### src/sv/dirty_span_coalescer_unit_macros.svh
// Assertion macros for the dirty span coalescer.
`ifndef DIRTY_SPAN_COALESCER_UNIT_MACROS_SVH
`define DIRTY_SPAN_COALESCER_UNIT_MACROS_SVH

// Check a property on every clock edge outside reset.
`define DSC_ASSERT(lbl, prop, msg) \
  lbl: assert property (@(posedge clk_i) disable iff (!rst_ni) (prop)) else $error(msg);

// Check that a condition leads to a consequence in the following cycle.
`define DSC_ASSERT_NEXT(lbl, ante, cons, msg) \
  lbl: assert property (@(posedge clk_i) disable iff (!rst_ni) (ante) |=> (cons)) else $error(msg);

`endif

### src/sv/dsc_pkg.sv
// Shared constants for the dirty span coalescer.
`timescale 1ns / 1ps
package dsc_pkg;
  localparam int unsigned MaxSpansDef = 16;
  localparam int unsigned StartW = 32;
  localparam int unsigned LenW = 33;
  localparam int unsigned EndW = 34;
  localparam int unsigned EntryW = StartW + LenW;

  typedef enum logic [1:0] {
    OP_NOTE  = 2'd0,
    OP_FLUSH = 2'd1,
    OP_CLEAR = 2'd2,
    OP_NONE  = 2'd3
  } op_e;
endpackage

### src/sv/dirty_span_coalescer_unit.sv
// Top level of the dirty span coalescer: sorted span table with merge and flush.
`timescale 1ns / 1ps
`include "dirty_span_coalescer_unit_macros.svh"
// The table lives in two banks of RAM. A note streams the active bank through a
// merge accumulator into the other bank and swaps banks at the end unless the
// table overflows. The input is stalled while a note runs: one RAM read and one
// merge step per stored span, and one more merge step when the new range lands
// in front of a stored span. A flush reads and then outputs each span in turn
// and waits while the output is stalled; a clear, an ignored note and opcode 3
// never stall the input. No clearing pass runs after reset.
module dirty_span_coalescer_unit import dsc_pkg::*; #(
  parameter int unsigned MAX_SPANS = MaxSpansDef
) (
  input  logic                clk_i,
  input  logic                rst_ni,
  input  logic                in_valid_i,
  output logic                in_stall_o,
  input  logic [1:0]          opcode_i,
  input  logic [StartW-1:0]   range_start_i,
  input  logic [31:0]         range_length_i,
  output logic                out_valid_o,
  input  logic                out_stall_i,
  output logic [StartW-1:0]   span_start_o,
  output logic [LenW-1:0]     span_length_o,
  output logic                whole_buffer_o,
  output logic                last_span_o
);
  localparam int unsigned AW = $clog2(MAX_SPANS);
  localparam int unsigned CW = $clog2(MAX_SPANS + 1);

  localparam logic [2:0] S_IDLE = 3'd0;
  localparam logic [2:0] S_NRD  = 3'd1;
  localparam logic [2:0] S_NPR  = 3'd2;
  localparam logic [2:0] S_NEND = 3'd3;
  localparam logic [2:0] S_NFIN = 3'd4;
  localparam logic [2:0] S_FRD  = 3'd5;
  localparam logic [2:0] S_FOUT = 3'd6;

  logic [2:0]        state_q, state_d;
  logic [CW-1:0]     used_q, used_d;
  logic              ovf_q, ovf_d;
  logic              bank_q, bank_d;
  logic [CW-1:0]     idx_q, idx_d;
  logic [CW-1:0]     wcnt_q, wcnt_d;
  logic              pend_q, pend_d;
  logic [StartW-1:0] new_start_q, new_start_d;
  logic [EndW-1:0]   new_end_q, new_end_d;
  logic              acc_vld_q, acc_vld_d;
  logic [StartW-1:0] acc_start_q, acc_start_d;
  logic [EndW-1:0]   acc_end_q, acc_end_d;
  logic              out_vld_q, out_vld_d;
  logic [StartW-1:0] out_start_q, out_start_d;
  logic [LenW-1:0]   out_len_q, out_len_d;
  logic              out_whole_q, out_whole_d;
  logic              out_last_q, out_last_d;

  logic              accept;
  logic              rd_en;
  logic              wr_en;
  logic [EntryW-1:0] wr_data;
  logic [EntryW-1:0] rd_data [2];
  logic [EntryW-1:0] rd_sel;
  logic [StartW-1:0] ent_start;
  logic [EndW-1:0]   ent_end;
  logic              proc_en;
  logic [StartW-1:0] proc_start;
  logic [EndW-1:0]   proc_end;
  logic              out_free;

  assign accept = in_valid_i && !in_stall_o;
  assign in_stall_o = (state_q != S_IDLE);
  assign rd_sel = rd_data[bank_q];
  assign ent_start = rd_sel[EntryW-1:LenW];
  assign ent_end = EndW'(ent_start) + EndW'(rd_sel[LenW-1:0]);
  assign wr_data = {acc_start_q, LenW'(acc_end_q - EndW'(acc_start_q))};
  assign out_free = !out_vld_q || !out_stall_i;

  for (genvar b = 0; b < 2; b++) begin : g_bank
    dsc_ram #(.WIDTH(EntryW), .DEPTH(MAX_SPANS)) u_ram (
      .clk_i     (clk_i),
      .wr_en_i   (wr_en && (bank_q != b[0])),
      .wr_addr_i (wcnt_q[AW-1:0]),
      .wr_data_i (wr_data),
      .rd_en_i   (rd_en && (bank_q == b[0])),
      .rd_addr_i (idx_q[AW-1:0]),
      .rd_data_o (rd_data[b])
    );
  end

  always_comb begin
    state_d = state_q;
    used_d = used_q;
    ovf_d = ovf_q;
    bank_d = bank_q;
    idx_d = idx_q;
    wcnt_d = wcnt_q;
    pend_d = pend_q;
    new_start_d = new_start_q;
    new_end_d = new_end_q;
    acc_vld_d = acc_vld_q;
    acc_start_d = acc_start_q;
    acc_end_d = acc_end_q;
    out_vld_d = out_vld_q && out_stall_i;
    out_start_d = out_start_q;
    out_len_d = out_len_q;
    out_whole_d = out_whole_q;
    out_last_d = out_last_q;
    rd_en = 1'b0;
    wr_en = 1'b0;
    proc_en = 1'b0;
    proc_start = new_start_q;
    proc_end = new_end_q;

    unique case (state_q)
      S_IDLE: begin
        if (accept) begin
          unique case (op_e'(opcode_i))
            OP_NOTE: begin
              if (range_length_i != '0 && !ovf_q) begin
                new_start_d = range_start_i;
                new_end_d = EndW'(range_start_i) + EndW'(range_length_i);
                pend_d = 1'b1;
                acc_vld_d = 1'b0;
                idx_d = '0;
                wcnt_d = '0;
                state_d = S_NRD;
              end
            end
            OP_FLUSH: begin
              idx_d = '0;
              if (ovf_q) begin
                state_d = S_FOUT;
              end else if (used_q != '0) begin
                state_d = S_FRD;
              end
            end
            OP_CLEAR: begin
              used_d = '0;
              ovf_d = 1'b0;
            end
            default: ;
          endcase
        end
      end
      S_NRD: begin
        if (idx_q < used_q) begin
          rd_en = 1'b1;
          state_d = S_NPR;
        end else begin
          state_d = S_NEND;
        end
      end
      S_NPR: begin
        proc_en = 1'b1;
        if (pend_q && new_start_q <= ent_start) begin
          pend_d = 1'b0;
        end else begin
          proc_start = ent_start;
          proc_end = ent_end;
          idx_d = CW'(idx_q + 1'b1);
          state_d = S_NRD;
        end
      end
      S_NEND: begin
        proc_en = pend_q;
        pend_d = 1'b0;
        state_d = S_NFIN;
      end
      S_NFIN: begin
        if (wcnt_q >= CW'(MAX_SPANS)) begin
          ovf_d = 1'b1;
          used_d = '0;
        end else begin
          wr_en = 1'b1;
          used_d = CW'(wcnt_q + 1'b1);
          bank_d = !bank_q;
        end
        state_d = S_IDLE;
      end
      S_FRD: begin
        rd_en = 1'b1;
        state_d = S_FOUT;
      end
      S_FOUT: begin
        if (out_free) begin
          out_vld_d = 1'b1;
          out_whole_d = ovf_q;
          if (ovf_q) begin
            out_start_d = '0;
            out_len_d = '0;
            out_last_d = 1'b1;
          end else begin
            out_start_d = ent_start;
            out_len_d = rd_sel[LenW-1:0];
            out_last_d = (CW'(idx_q + 1'b1) == used_q);
          end
          if (ovf_q || CW'(idx_q + 1'b1) == used_q) begin
            used_d = '0;
            ovf_d = 1'b0;
            state_d = S_IDLE;
          end else begin
            idx_d = CW'(idx_q + 1'b1);
            state_d = S_FRD;
          end
        end
      end
      default: state_d = S_IDLE;
    endcase

    if (proc_en) begin
      if (acc_vld_q && acc_end_q >= EndW'(proc_start)) begin
        if (proc_end > acc_end_q) begin
          acc_end_d = proc_end;
        end
      end else begin
        if (acc_vld_q) begin
          wr_en = (wcnt_q < CW'(MAX_SPANS));
          wcnt_d = (wcnt_q < CW'(MAX_SPANS)) ? CW'(wcnt_q + 1'b1) : wcnt_q;
        end
        acc_vld_d = 1'b1;
        acc_start_d = proc_start;
        acc_end_d = proc_end;
      end
    end
  end

  always_ff @(posedge clk_i or negedge rst_ni) begin
    if (!rst_ni) begin
      state_q <= S_IDLE;
      used_q <= '0;
      ovf_q <= 1'b0;
      bank_q <= 1'b0;
      idx_q <= '0;
      wcnt_q <= '0;
      pend_q <= 1'b0;
      acc_vld_q <= 1'b0;
      out_vld_q <= 1'b0;
    end else begin
      state_q <= state_d;
      used_q <= used_d;
      ovf_q <= ovf_d;
      bank_q <= bank_d;
      idx_q <= idx_d;
      wcnt_q <= wcnt_d;
      pend_q <= pend_d;
      acc_vld_q <= acc_vld_d;
      out_vld_q <= out_vld_d;
    end
  end

  always_ff @(posedge clk_i) begin
    new_start_q <= new_start_d;
    new_end_q <= new_end_d;
    acc_start_q <= acc_start_d;
    acc_end_q <= acc_end_d;
    out_start_q <= out_start_d;
    out_len_q <= out_len_d;
    out_whole_q <= out_whole_d;
    out_last_q <= out_last_d;
  end

  assign out_valid_o = out_vld_q;
  assign span_start_o = out_start_q;
  assign span_length_o = out_len_q;
  assign whole_buffer_o = out_whole_q;
  assign last_span_o = out_last_q;

  `DSC_ASSERT(a_used_bound, used_q <= CW'(MAX_SPANS), "span count above table size")
  `DSC_ASSERT(a_ovf_empty, !ovf_q || used_q == '0, "overflow with spans stored")
  `DSC_ASSERT(a_whole_last, !(out_vld_q && out_whole_q) || out_last_q, "whole buffer not last")
  `DSC_ASSERT_NEXT(a_clear, accept && opcode_i == OP_CLEAR, used_q == '0 && !ovf_q, "clear failed")
endmodule

### src/sv/dsc_ram.sv
// Generic single-write, single-read RAM with registered read data.
`timescale 1ns / 1ps
module dsc_ram #(
  parameter int unsigned WIDTH = 8,
  parameter int unsigned DEPTH = 16
) (
  input  logic                     clk_i,
  input  logic                     wr_en_i,
  input  logic [$clog2(DEPTH)-1:0] wr_addr_i,
  input  logic [WIDTH-1:0]         wr_data_i,
  input  logic                     rd_en_i,
  input  logic [$clog2(DEPTH)-1:0] rd_addr_i,
  output logic [WIDTH-1:0]         rd_data_o
);
  logic [WIDTH-1:0] mem_q [DEPTH];
  logic [WIDTH-1:0] rd_data_q;

  always_ff @(posedge clk_i) begin
    if (wr_en_i) begin
      mem_q[wr_addr_i] <= wr_data_i;
    end
    if (rd_en_i) begin
      rd_data_q <= mem_q[rd_addr_i];
    end
  end

  assign rd_data_o = rd_data_q;
endmodule

### config.mk
export PLATFORM = sky130hd
export DESIGN_NAME = dirty_span_coalescer_unit
export DESIGN_NICKNAME = d
export VERILOG_FILES = /design/src/sv/dsc_pkg.sv /design/src/sv/dirty_span_coalescer_unit.sv /design/src/sv/dsc_ram.sv
export VERILOG_INCLUDE_DIRS = /design/src /design/src/sv
export SDC_FILE = /design/constraint.sdc
export NUM_CORES = 2
export LEC_CHECK = 0
export ABC_AREA = 0
export BUFFER_PORTS_ARGS = -buffer_cell sky130_fd_sc_hd__buf_2
export CAP_MARGIN = 5
export CORE_MARGIN = 1.5
export CORE_UTILIZATION = 45
export DETAILED_ROUTE_END_ITERATION = 10
export GPL_TIMING_DRIVEN = 1
export HOLD_SLACK_MARGIN = 0.05
export PLACE_DENSITY = 0.6
export SLEW_MARGIN = 30
export SYNTH_ARGS = -nofsm -noshare
export SYNTH_HDL_FRONTEND = slang
export SYNTH_SLANG_ARGS = --single-unit
export TNS_END_PERCENT = 1
### constraint.sdc
create_clock -name clk_i -period 24.4 [get_ports clk_i]
set_clock_uncertainty 0.15 [all_clocks]
set_input_delay 1.22 -clock clk_i [delete_from_list [all_inputs] [get_ports clk_i]]
set_output_delay 1.22 -clock clk_i [all_outputs]
set_load 0.005 [all_outputs]
Yosys cells after proc, flatten, opt, wreduce, memory -nomap -nowiden
Memory sizes are Yosys's and may differ from the RTL's. A register that Yosys moved wholly into a read port is not among the register bits.
Index checks and enable logic that the tools add are counted.

word-level totals
  output and inout bits = 69
  bits in writable memories = 2,080
  memory bits (read-only) = 0
  register bits = 222
  bits in latches = 0
  input port bits = 70
  logic and storage cells = 164
  memories = 2

memory list
  memory                 depth  bits a word  read ports  clocked after Yosys merged registers in  wr ports  RTL line       text
  g_bank[0].u_ram.mem_q  16     65           1           1                                        1         dsc_ram.sv:15  logic [WIDTH-1:0] mem_q [DEPTH];
  g_bank[1].u_ram.mem_q  16     65           1           1                                        1         dsc_ram.sv:15

cells by class
  bitwise gates (word level) = 4
  magnitude comparators = 7
  $mul = 0
  eq/ne operators = 24
  mux-type cells = 71
  div/mod/pow operators = 0
  shifts and indexed selects = 0
  $add $sub $neg = 5
  reduce and logical (&&, ||, !) cells = 34

operator list
  kind                                          count
  2-to-1 mux 65 bit                             3
  2-to-1 mux 34 bit                             4
  2-to-1 mux 5 bit                              18
  2-to-1 mux 32 bit                             2
  adder 32 x 33 -> 34 bit                       1
  >= comparator 34 x 32 -> 1 bit                1
  > comparator 34 bit                           1
  adder 32 x 32 -> 33 bit                       1
  subtractor 33 x 32 -> 33 bit                  1
  <= comparator 32 bit                          1
  nonzero test 32 bit                           1
  case mux 5 bit (3 select lines)               2
  2-to-1 mux 1 bit                              28
  2-to-1 mux 3 bit                              7
  case mux 3 bit (6 select lines)               1
  inequality test 2 bit, second input constant  8
  AND reduction 6 bit                           2
  nonzero test 3 bit                            4
  adder 5 x 1 -> 5 bit, second input constant   2
  case mux 5 bit (2 select lines)               1
  AND reduction 5 bit                           2
  equality test 3 bit, second input constant    3
  logical AND 1 bit                             9
  AND reduction 2 bit                           4
  26 further kinds                              38

Longest topological paths before layout
  depth in word-level cells = 15
  depth in mapped cells = 28
  depth with buffers taken out = 23

Cells and area by module
A second synthesis with hierarchy kept.

unflattened totals
  cell total of the unflattened synthesis = 5,038
  area, all modules = 98,448.2 um^2

by module, submodules not included
  module                     area each (um^2)  sequential area each (um^2)  cells each  times used
  dsc_ram                    40,894.2          33,181.8                     1,673       2
  dirty_span_coalescer_unit  16,659.7          6,521.3                      1,692       1

Least setup slack after synthesis
OpenSTA, ideal clock, no wires.

  path type = register to register
  from = register bank_q
  to = memory g_bank[0].u_ram.mem_q[6][0] (netlist bit) (enable)
  buffers on the path = 5
  cell stages (with the launch flop) = 25
  period minus slack after synthesis = 12.748 ns
  required time = 23.578 ns
  setup time = 0.672 ns
  data arrival time = 11.926 ns
  setup slack = 11.652 ns
  cell sequence = dfrtp_1 > clkbuf_1 > clkbuf_1 > mux2i_1 > ha_1 > a21o_1 > a21o_1 > a21oi_1 > o21a_1 > o211ai_1 > a2111o_1 > nand3_1 > buf_2 > buf_4 > nor2_1 > a21oi_1 > ha_1 > a2111oi_4 > nand2b_4 > a2111oi_1 > o2111a_1 > o211ai_4 > and2_1 > buf_6 > nor4b_1

on the way
  word-level cells in the longest chain between the ends = 15

RTL lines
  element                                                RTL line                          text
  start: declaration                                     dirty_span_coalescer_unit.sv:42   logic bank_q, bank_d;
  start signal: assignment                               dirty_span_coalescer_unit.sv:242  bank_q <= bank_d;
  inverter 1 -> 2 bit (not written as such)              dirty_span_coalescer_unit.sv:72   assign rd_sel = rd_data[bank_q];
  2-to-1 mux 65 bit (not written as such) (3 in series)  dirty_span_coalescer_unit.sv:72
  <= comparator 32 bit                                   dirty_span_coalescer_unit.sv:155  if (pend_q && new_start_q <= ent_start) begin
  logical AND 1 bit                                      dirty_span_coalescer_unit.sv:155
  2-to-1 mux 32 bit                                      dirty_span_coalescer_unit.sv:155
  2-to-1 mux 32 bit                                      dirty_span_coalescer_unit.sv:114  unique case (state_q)
  >= comparator 34 x 32 -> 1 bit                         dirty_span_coalescer_unit.sv:211  if (acc_vld_q && acc_end_q >= EndW'(proc_start)) begin
  logical AND 1 bit                                      dirty_span_coalescer_unit.sv:211
  2-to-1 mux 1 bit                                       dirty_span_coalescer_unit.sv:211
  2-to-1 mux 1 bit                                       dirty_span_coalescer_unit.sv:210  if (proc_en) begin
  logical AND 1 bit (*)                                  dirty_span_coalescer_unit.sv:81   .wr_en_i (wr_en && (bank_q != b[0])),
  2-to-1 mux 1 bit (*)                                   dsc_ram.sv:19                     if (wr_en_i) begin
  2-to-1 mux 1 bit (not written as such) (*)             dsc_ram.sv:20                     mem_q[wr_addr_i] <= wr_data_i;
  end: declaration                                       dsc_ram.sv:15

Every way passes the cells marked *; elsewhere a longest branch is shown, timed or not. The select of a mux whose other input is x is not followed.

Final worst setup path
  from = register bank_q
  to = memory g_bank[0].u_ram.mem_q[1][62] (netlist bit) (enable)

Same word-level chain as after synthesis.

==> metrics <==
first-pass GRT wire length 393 mm; initial drt markers 6,502; setup bufs post-CTS 0; count leader, synth edfxtp_1; port bufs around 140; Ports ~140; pwr/cell area 125 nW/um2; CTS buffer count around 240; Max Cap Viol 0; Cell Count, Final, Fillers Out 8,179; pin count of the biggest net entering global routing 115; initial antenna violation count 36; synthesis-to-finish area growth 13.9%; Hold Path Class input pin to asynchronous set/reset pin; crit path DAT roughly 9700 ps; Final min period 9300 ps; Row Count roughly 170; post-route ant nets 0; Post-Syn Nets 5,019; post-synth top area cell edfxtp_1; Initial Utilization 45.4%; Crit Path Max Fanout 64; hold_buf cts 0; WL/cell 34.6 um; Routed WL 283 mm; DR vias 50,200; Ys Warns 0; Max clock buf depth 3; slew margin rel. 24.9%; ranking of synthesized cells by area edfxtp_1 73%, mux4_2 15%, ha_1 2.6%, a21o_1 0.94%, a21oi_1 0.72%; drt pass-1 iters 5; Worst Tran Pin Value 1120 ps; vias in the first global route 49,200; DP Cell Count 7,701; Filler Cell Count 17,100; Setup CP Type flop to flop; Post-Syn Instances 4,742; fin crit share 38.1%; Worst Path Required 24,800 ps; Placement Cell Area 104,000 um2; Nets 5,377; Setup-failing EPs final 0; final-report max-slew violation count 0; Yosys top cell area share 73.3%; WHS 177 ps; Yosys reg bits approximately 2,400; EDFF count, synth 2,408; worst skew pair latency 920 ps; post-DR vias/cell 6.14; Tot Pwr 14.0 mW; grt total ovfl 0; CTS clk-pin slew, worst paths 70 ps; core area 217,000 um2; DRC 0; DIE WIDTH 471 um; CTS tree done; crit path launch type flop; CTS sink count 2,431; CP Capture Type flop; CTS root buf clkbuf_16; Total Die Area approximately 220,000 um2; top_reg_cell synth edfxtp_1; share of layout cells above drive strength 1 between 20% and 30%; htree depth 4; status completed; CTS resizes 0; sequential area share after synthesis 73.9%; GP Congestion 0.895; GRT Total Usage 25.5%; synth unique cells 84; Die Ht 471 um; mapped cell area 98,600 um2; finished layout cell area 112,000 um2; RSZ-0062 raised after global routing false; ys async rst share 0.946%; Synth top cells by count 2,408 x edfxtp_1, 650 x mux4_2, 204 x ha_1; Syn Area/Cell 20.8 um2; Peak Freq about 110 MHz; Worst VDD drop 0.129 mV; final hold viol count 0; leakage 36.4 nW; dpl hpwl 181 mm; final setup TNS 0 ps
[layer usage]
layer,vias to the layer above,routed length [um],GRT usage (%)
li1,20400,-,-
met1,27100,116000,36.5
met2,2349,133000,39.5
met3,361,25500,5.41
met4,12,9140,7.88
met5,-,76,0
[metrics by stage]
step | worst slack [ps] | utilization [%]
3_3_place_gp | 14550 | 47.8
5_1_grt | 14680 | 51.6
6_report | 15100 | 51.7
2_1_floorplan | 11650 | -
4_1_cts | 14410 | 51.5
3_5_place_dp | 14470 | 47.9
[logic make-up (layout without fill, tap and decap cells)]
kind of cell	count (synthesis)	in the layout	share of synthesized area, %
DFF	2431	2431	73.9
muxes	724	724	15.6
AOI/OAI and AO/OA	489	489	3.35
and+or+nand+nor	453	453	2.27
buffers and inverters	347	914	1.38
adders and majority gates	207	207	2.65
xor gates and xnor gates	91	91	0.808
other	0	16	0
[path summary, 6_finish.rpt]
kind | slack (ps) | endpoint | from | cells after the start
max | 15100 | g_bank[0].u_ram.mem_q[1][62] | bank_q | 24
min | 180 | out_valid_o | rst_ni | 1
max reg2reg | 15100 | g_bank[0].u_ram.mem_q[1][62] | bank_q | 24
min reg2reg | 390 | used_q[0] | used_q[0] | 2
max in group asynchronous | 23340 | ovf_q | rst_ni | 1
min in group clk_i | 390 | used_q[0] | used_q[0] | 2
[state kept, by name, summed over array words and instances, names as in the netlist, 3 cells and up]
register	count
new_end_q	33
acc_end_q	34
state_q	3
idx_q	5
used_q	5
acc_start_q	32
new_start_q	32
g_bank.u_ram.rd_data_o	130
wcnt_q	5
g_bank.u_ram.mem_q	2080
span_length_o	33
span_start_o	32
[critical path, cell delays in order, from the launching register on]
cell       delay [ps]
dfrtp_4           900
buf_4             800
mux2i_1           410
ha_1              310
nor2b_1           140
o21a_1            160
o21a_1            160
o21ai_0           190
o211ai_1          170
a2111o_1          480
nand3_4           410
buf_4             590
nor2_1            140
a21oi_1           160
ha_1              290
a2111oi_4         370
nand2b_4          100
a2111oi_1         390
o2111a_1          330
o211ai_4          150
and2_2            230
buf_4             320
nor3_2            610
buf_4             600
buf_12            270
[area by class of cell]
type                       instances  area [um2]  area share (%)
tap                             2854        3570            3.18
sequential                      2431       72900            64.9
clock inverter                   171        1650            1.47
inverter                         148         557           0.496
antenna                           16        40.0          0.0357
timing repair buffer             314        2350            2.09
clock buffer                     281        6220            5.54
multi-input combinational       1964       25000            22.3
[where the power goes]
part	internal, mW	total (mW)	switching, mW
registers	5.66	5.81	0.152
clock network	2.05	3.68	1.64
logic	1.59	4.51	2.92
[layout by cell type (no fill, tap or decap), types with 57 or more instances in the layout]
cell,synthesis,final
clkinv_1,0,62
ha_1,204,204
nor2_1,126,125
inv_1,146,142
edfxtp_1,2408,2408
a21oi_1,141,138
clkinv_2,0,57
nand2_1,96,96
clkbuf_16,0,242
buf_4,3,135
mux4_2,650,650
buf_2,15,138
o21ai_0,66,66
a21o_1,124,124
No activity file was read; power rests on OpenSTA's default activity.
